$ cat config.mk
export PLATFORM = sky130hd
export DESIGN_NAME = prl_ctrl
export DESIGN_NICKNAME = d
export VERILOG_FILES = /design/src/rtl/prl_pkg.sv /design/src/rtl/prl_ctrl.sv
export SDC_FILE = /design/constraint.sdc
export NUM_CORES = 1
export LEC_CHECK = 0
export ABC_AREA = 1
export BUFFER_PORTS_ARGS = -buffer_cell sky130_fd_sc_hd__buf_2
export CAP_MARGIN = 20
export CORE_AREA = 4 4 108 110
export CTS_CLUSTER_SIZE = 24
export DETAILED_ROUTE_END_ITERATION = 16
export DIE_AREA = 0 0 112 114
export PLACE_DENSITY_LB_ADDON = 0.15
export SLEW_MARGIN = 20
export SYNTH_ARGS = -nofsm -noshare
export SYNTH_HDL_FRONTEND = slang
export SYNTH_SLANG_ARGS = --single-unit
$ cat constraint.sdc
create_clock -name clk_i -period 4.2 [get_ports clk_i]
set_input_delay 0.84 -clock clk_i [delete_from_list [all_inputs] [get_ports clk_i]]
set_output_delay 0.84 -clock clk_i [all_outputs]
set_load 0.02 [all_outputs]
$ cat src/rtl/prl_pkg.sv
package prl_pkg;

  localparam int unsigned IdW    = 56;
  localparam int unsigned NameAW = 64;
  localparam int unsigned NameBW = 64;
  localparam int unsigned NameCW = 24;
  localparam int unsigned PriceW = 16;
  localparam int unsigned RecW   = IdW + NameAW + NameBW + NameCW + PriceW;

  typedef enum logic [2:0] {
    CMD_CLEAR  = 3'd0,
    CMD_INSERT = 3'd1,
    CMD_DELETE = 3'd2,
    CMD_FIND   = 3'd3,
    CMD_READ   = 3'd4
  } cmd_e;

  typedef enum logic [1:0] {
    ST_OK       = 2'd0,
    ST_BAD_POS  = 2'd1,
    ST_FULL     = 2'd2,
    ST_NOT_FND  = 2'd3
  } status_e;

  typedef struct packed {
    logic [2:0]  command;
    logic [7:0]  position;
    logic [55:0] record_id;
    logic [63:0] name_word0;
    logic [63:0] name_word1;
    logic [23:0] name_word2;
    logic [15:0] price;
  } req_t;

  typedef struct packed {
    logic [1:0]  status;
    logic [7:0]  found_position;
    logic [55:0] out_id;
    logic [63:0] out_name0;
    logic [63:0] out_name1;
    logic [23:0] out_name2;
    logic [15:0] out_price;
    logic [7:0]  entry_count;
  } rsp_t;

  typedef struct packed {
    logic [55:0] id;
    logic [63:0] name0;
    logic [63:0] name1;
    logic [23:0] name2;
    logic [15:0] price;
  } rec_t;

  // controller to datapath
  typedef struct packed {
    logic       keep;      // capture the read record for the result
    logic       wr_en;     // write wr_data at wr_addr
    logic       wr_new;    // write the request record instead of the read data
    logic       latch_req; // capture the request
    logic       emit;      // drive one result
  } dp_cmd_t;

  // datapath to controller
  typedef struct packed {
    logic id_hit;
    logic name_hit;
  } dp_stat_t;

endpackage

$ cat src/rtl/prl_ctrl.sv
module prl_ctrl import prl_pkg::*; #(
  parameter int unsigned Capacity = 128
) (
  input  logic                        clk_i,
  input  logic                        rst_ni,
  input  logic                        start_i,
  input  req_t                        req_q_i,
  input  dp_stat_t                    stat_i,
  output logic                        busy_o,
  output dp_cmd_t                     cmd_o,
  output logic [$clog2(Capacity)-1:0] rd_addr_o,
  output logic [$clog2(Capacity)-1:0] wr_addr_o,
  output logic [1:0]                  status_o,
  output logic [7:0]                  pos_o,
  output logic                        show_o,
  output logic [7:0]                  count_o,
  output logic                        strobe_o
);

  localparam int unsigned AW = $clog2(Capacity);
  localparam int unsigned CW = $clog2(Capacity + 1);

  typedef enum logic [2:0] {
    S_IDLE, S_DECIDE, S_SEARCH, S_INS_SHIFT, S_DEL_SHIFT, S_READ, S_EMIT
  } state_e;

  state_e         state_q;
  logic [CW-1:0]  cnt_q;     // records held
  logic [CW-1:0]  k_q;       // scan / shift index
  logic           pend_q;    // read issued last cycle
  logic [1:0]     status_q;
  logic [7:0]     pos_q;
  logic           show_q;
  logic           strobe_q;
  logic [CW-1:0]  rd_idx;
  logic [CW-1:0]  ins_slot;
  logic           hit;

  assign ins_slot = CW'(req_q_i.position) - CW'(1);
  assign hit = (req_q_i.command == CMD_DELETE) ? stat_i.id_hit : stat_i.name_hit;

  always_ff @(posedge clk_i or negedge rst_ni) begin
    if (!rst_ni) begin
      state_q  <= S_IDLE;
      cnt_q    <= '0;
      k_q      <= '0;
      pend_q   <= 1'b0;
      status_q <= ST_OK;
      pos_q    <= '0;
      show_q   <= 1'b0;
      strobe_q <= 1'b0;
    end else begin
      strobe_q <= 1'b0;
      pend_q   <= 1'b0;
      case (state_q)
        S_IDLE: begin
          if (start_i) state_q <= S_DECIDE;
        end
        S_DECIDE: begin
          status_q <= ST_OK;
          show_q   <= 1'b0;
          k_q      <= '0;
          state_q  <= S_EMIT;
          case (req_q_i.command)
            CMD_CLEAR: cnt_q <= '0;
            CMD_INSERT: begin
              if (req_q_i.position == 8'd0 ||
                  {1'b0, req_q_i.position} > 9'(cnt_q) + 9'd1) begin
                status_q <= ST_BAD_POS;
              end else if (cnt_q >= CW'(Capacity)) begin
                status_q <= ST_FULL;
              end else begin
                k_q     <= cnt_q;
                pos_q   <= req_q_i.position;
                show_q  <= 1'b1;
                state_q <= S_INS_SHIFT;
              end
            end
            CMD_DELETE, CMD_FIND: begin
              if (cnt_q == '0) status_q <= ST_NOT_FND;
              else state_q <= S_SEARCH;
            end
            CMD_READ: begin
              if (req_q_i.position == 8'd0 || 9'(req_q_i.position) > 9'(cnt_q)) begin
                status_q <= ST_BAD_POS;
              end else begin
                pos_q   <= req_q_i.position;
                show_q  <= 1'b1;
                state_q <= S_READ;
              end
            end
            default: ;
          endcase
        end
        S_SEARCH: begin
          // read k each cycle, compare the registered data in the next cycle
          if (pend_q && hit) begin
            pos_q  <= 8'(k_q);
            show_q <= 1'b1;
            if (req_q_i.command == CMD_DELETE) begin
              state_q <= S_DEL_SHIFT;
              pend_q  <= 1'b0;
            end else begin
              state_q <= S_EMIT;
            end
          end else if (k_q == cnt_q) begin
            status_q <= ST_NOT_FND;
            state_q  <= S_EMIT;
          end else begin
            k_q    <= k_q + CW'(1);
            pend_q <= 1'b1;
          end
        end
        S_INS_SHIFT: begin
          // move slot k-1 to k, from the top down
          if (pend_q) begin
            k_q <= k_q - CW'(1);
          end
          if (k_q == ins_slot && !pend_q) begin
            cnt_q   <= cnt_q + CW'(1);
            state_q <= S_EMIT;
          end else if (!pend_q) begin
            pend_q <= 1'b1;
          end
        end
        S_DEL_SHIFT: begin
          // pos_q is the found slot plus one; move slot k to k-1
          if (pend_q) begin
            k_q <= k_q + CW'(1);
          end
          if (k_q == cnt_q && !pend_q) begin
            cnt_q   <= cnt_q - CW'(1);
            state_q <= S_EMIT;
          end else if (!pend_q) begin
            pend_q <= 1'b1;
          end
        end
        S_READ: begin
          if (pend_q) state_q <= S_EMIT;
          else pend_q <= 1'b1;
        end
        S_EMIT: begin
          strobe_q <= 1'b1;
          state_q  <= S_IDLE;
        end
        default: state_q <= S_IDLE;
      endcase
    end
  end

  // read address per state
  always_comb begin
    rd_idx = '0;
    case (state_q)
      S_SEARCH: begin
        rd_idx = k_q;
      end
      S_INS_SHIFT: begin
        rd_idx = k_q - CW'(1);
      end
      S_DEL_SHIFT: begin
        rd_idx = k_q;
      end
      S_READ: begin
        rd_idx = ins_slot;
      end
      default: ;
    endcase
  end

  // datapath commands per state; the affected record is kept when it is read
  always_comb begin
    cmd_o.keep      = pend_q && ((state_q == S_SEARCH && hit) || state_q == S_READ);
    cmd_o.latch_req = (state_q == S_IDLE) && start_i;
    cmd_o.emit      = state_q == S_EMIT;
    cmd_o.wr_en     = 1'b0;
    cmd_o.wr_new    = 1'b0;
    wr_addr_o       = '0;
    case (state_q)
      S_INS_SHIFT: begin
        if (pend_q) begin
          cmd_o.wr_en = 1'b1;
          wr_addr_o   = AW'(k_q);
        end else if (k_q == ins_slot) begin
          cmd_o.wr_en  = 1'b1;
          cmd_o.wr_new = 1'b1;
          wr_addr_o    = AW'(k_q);
        end
      end
      S_DEL_SHIFT: begin
        if (pend_q) begin
          cmd_o.wr_en = 1'b1;
          wr_addr_o   = AW'(k_q - CW'(1));
        end
      end
      default: ;
    endcase
  end

  assign rd_addr_o = AW'(rd_idx);
  assign busy_o    = state_q != S_IDLE;
  assign status_o  = status_q;
  assign pos_o     = pos_q;
  assign show_o    = show_q;
  assign count_o   = 8'(cnt_q);
  assign strobe_o  = strobe_q;

  // the search read issued in S_SEARCH compares against k_q (already advanced)
  // so pos_q = k_q is 1-based; delete then starts shifting at k_q = pos_q

  assert property (@(posedge clk_i) disable iff (!rst_ni) cnt_q <= CW'(Capacity))
    else $error("count above capacity");
  assert property (@(posedge clk_i) disable iff (!rst_ni)
    strobe_q |-> state_q == S_IDLE)
    else $error("result outside idle");
  assert property (@(posedge clk_i) disable iff (!rst_ni)
    (state_q == S_EMIT) |=> strobe_q)
    else $error("missing result strobe");
  assert property (@(posedge clk_i) disable iff (!rst_ni)
    (cmd_o.wr_en && state_q == S_DEL_SHIFT) |-> k_q != '0)
    else $error("delete shift below zero");

endmodule

==> metrics <==
Most used DFF post-synth dfrtp_1; sequential share of power 22.1%; Fin. Hold Viols 0; synthesis-to-finish area growth 12.9%; n_diodes 0; routed wire length 11,300 um; Pre-Repair DR Iteration Count 5; CTS Root Buffer Type clkbuf_8; nets slightly below 900; die span in x 112 um; clock buffer depth 2; die area 12,800 um^2; count leader, synth nand2_1; Worst VDD drop around 0.29 mV; RSZ-0062 raised after global routing false; TritonCTS Buffers 5; Mapped Cells roughly 570; Hold Crit Class flip-flop to flip-flop; Sw Pwr about 0.0017 W; power per cell area 727 nW/um^2; Worst Path Required roughly 3.4 ns; synthesized area per cell 6.53 um^2; number of DRC markers in iteration 0 229; post-synth top area cell dfrtp_1; Final Slew Violations 0; maxcap violations 0; DR WL/cell around 15 um; I/O Pins 280; final instance area 4190 um^2; crit start category input pin; top post-synthesis cells by area dfrtp_1 (22%), nand2_1 (16%), ha_1 (10%), nand3_1 (7.2%), inv_1 (6.4%); syn nets 839; Die H 114 um; DR vias/cell slightly above 5; Slew headroom 46.4%; asr flop ratio synth 100%; Post-synth top cells nand2_1 (155), inv_1 (63), nand3_1 (53), dfrtp_1 (32), nor2_1 (32); synthesized flop and latch total 32; Filler Cell Count 1,168; Clk pwr share 10.2%; Worst-Margin Slew 0.804 ns; final core area utilization 39.1%; top cell type's share of synthesized area 21.6%; Min Clock Period, post-route 3.87 ns; status finished, final reports clean; post-DP HPWL approximately 8800 um; gr ovfl total 0; clk slew on worst S/H paths 0.08 ns; switching share of power 57.3%; kind of critical path input pin to output pin; first-pass GRT wire length 18,400 um; PortBufs 55; FMAX approximately 0.26 GHz; Initial Utilization 34.7%; CTS HTree Levels 2; Leak Pwr 2.13 nW; DRT antenna net count 0; crit path DAT 3.03 ns; Post-CTS Hold Fix Bufs 0; Area after DPL 4080 um^2; number of enable flip-flop cells after synthesis 0; fin crit share 92.1%; DRC viols 0; post-route setup TNS 0 ns; sequential area share after synthesis between 20% and 30%; Ys Warns 0; largest net degree at the start of global routing 33; overall routing resource usage 17.8%; TritonCTS clock tree yes; Final Setup Violations 0; Placeable Area between 10,000 and 15,000 um^2; Num Clock Sinks 32; Seq. cell area 801 um^2; routability cong. between 0.8 and 0.9; Resized cells post-CTS 0; Post-CTS Setup Inserts 0; worst clock skew around 0.0041 ns; # rows 38; crit path max fanout 11; Crit. End Element output pin; Int Power around 0.0013 W; antenna violations before repair 0; area of the multi-input gates 2510 um^2; Synth Cell Area 3710 um^2; number of distinct library cells after synthesis 43; share of cells above drive strength 1 21.0%; via count 3,818; Comb pwr share 67.7%; vias in the first global route 3,652; worst skew pair latency 0.29 ns
==> flip-flops by register name, summed over array words and instances (netlist names) <==
| signal | cells |
|---|---|
| pend_q | 1 |
| state_q | 3 |
| status_o | 2 |
| k_q | 8 |
| show_o | 1 |
| count_o | 8 |
| strobe_o | 1 |
| pos_o | 8 |
==> logic make-up (layout without fill, tap and decap cells) <==
logic type	count (synthesis)	count (layout)	synth area share, %
XOR/XNOR	15	15	3.54
buffers and inverters	94	144	10.6
AO/OA/AOI/OAI	95	95	15.8
adder cells (fa/ha/maj)	31	31	10.7
flip-flops	32	32	21.6
AND/OR/NAND/NOR	301	301	37.8
==> placed cells by master (no fill, tap or decap), types with 5 or more instances in the layout <==
cell type  netlist  final
ha_1            30     30
dfrtp_1         32     32
inv_2           14     14
or2_2            5      5
nand3_1         53     53
nor2_1          32     32
a21oi_1         19     19
buf_2            8     55
nor2_2           8      8
clkbuf_8         0      5
o21ai_1         10     10
inv_1           63     63
nor3_1          14     14
xor2_1          11     11
a31oi_1          6      6
nand2_2         10     10
o21ai_0         30     30
o21ai_2         17     17
nand4_1         11     11
nand2_1        155    155
==> power groups by stage <==
stage / logic (W) / registers, W / clock network (W)
after CTS: 0.00207 / 0.000671 / 0.000323
after detailed placement: 0.00206 / 0.000677 / 0
after floorplan: 0.00156 / 0.000662 / 0
after global routing: 0.00233 / 0.000699 / 0.000331
final: 0.00206 / 0.000673 / 0.000311
after global placement: 0.00204 / 0.000675 / 0
==> metrics by stage <==
| step | power [W] | hold slack [ns] | std cells | setup WS [ns] |
|---|---|---|---|---|
| final | 0.00304 | 0.481 | 758 | 0.331 |
| after global routing | 0.00336 | 0.493 | 758 | 0.136 |
| after CTS | 0.00306 | 0.483 | 758 | 0.363 |
| after detailed placement | 0.00273 | 0.464 | 750 | 0.358 |
| after global placement | 0.00271 | 0.461 | 750 | 0.410 |
| after floorplan | 0.00222 | 0.492 | 568 | 0.864 |
==> path summary, 6_finish.rpt <==
path	depth (start not counted)	startpoint	end	slack (ns)
setup / recovery	14	req_q_i[224]	wr_addr_o[5]	0.33
hold / removal	2	pos_o[6]	pos_o[6]	0.48
setup reg to reg	17	count_o[0]	pos_o[5]	0.92
hold reg to reg	2	pos_o[6]	pos_o[6]	0.48
max in group asynchronous	1	rst_ni	count_o[2]	3.06
min in group asynchronous	1	rst_ni	pos_o[2]	0.64
==> cell type report <==
class	instances	area share (%)
Multi-Input combinational cell	442	60.0
Inverter	79	7.14
Sequential cell	32	19.1
Clock inverter	2	0.837
Tap cell	140	4.18
Timing Repair Buffer	57	6.93
Clock buffer	6	1.73
==> critical path: stages <==
cell     delay [ns]
buf_2          0.13
inv_2          0.20
ha_1           0.34
nand2_2        0.09
inv_2          0.07
nand3_1        0.06
nand3_1        0.09
nand2_1        0.06
nor2_1         0.24
nand2_1        0.15
nand2_1        0.08
nand2_1        0.18
o21ai_0        0.29
buf_2          0.21
==> layer usage <==
metal  vias up  track usage, %  share of wire (%)
li1       1974               -                  -
met1      1745            24.0                 49
met2        84            29.6                 46
met3        15            2.76                3.3
met4         0            4.89                1.8
met5         -               0                  0
Power figures use the tool's default switching activity.
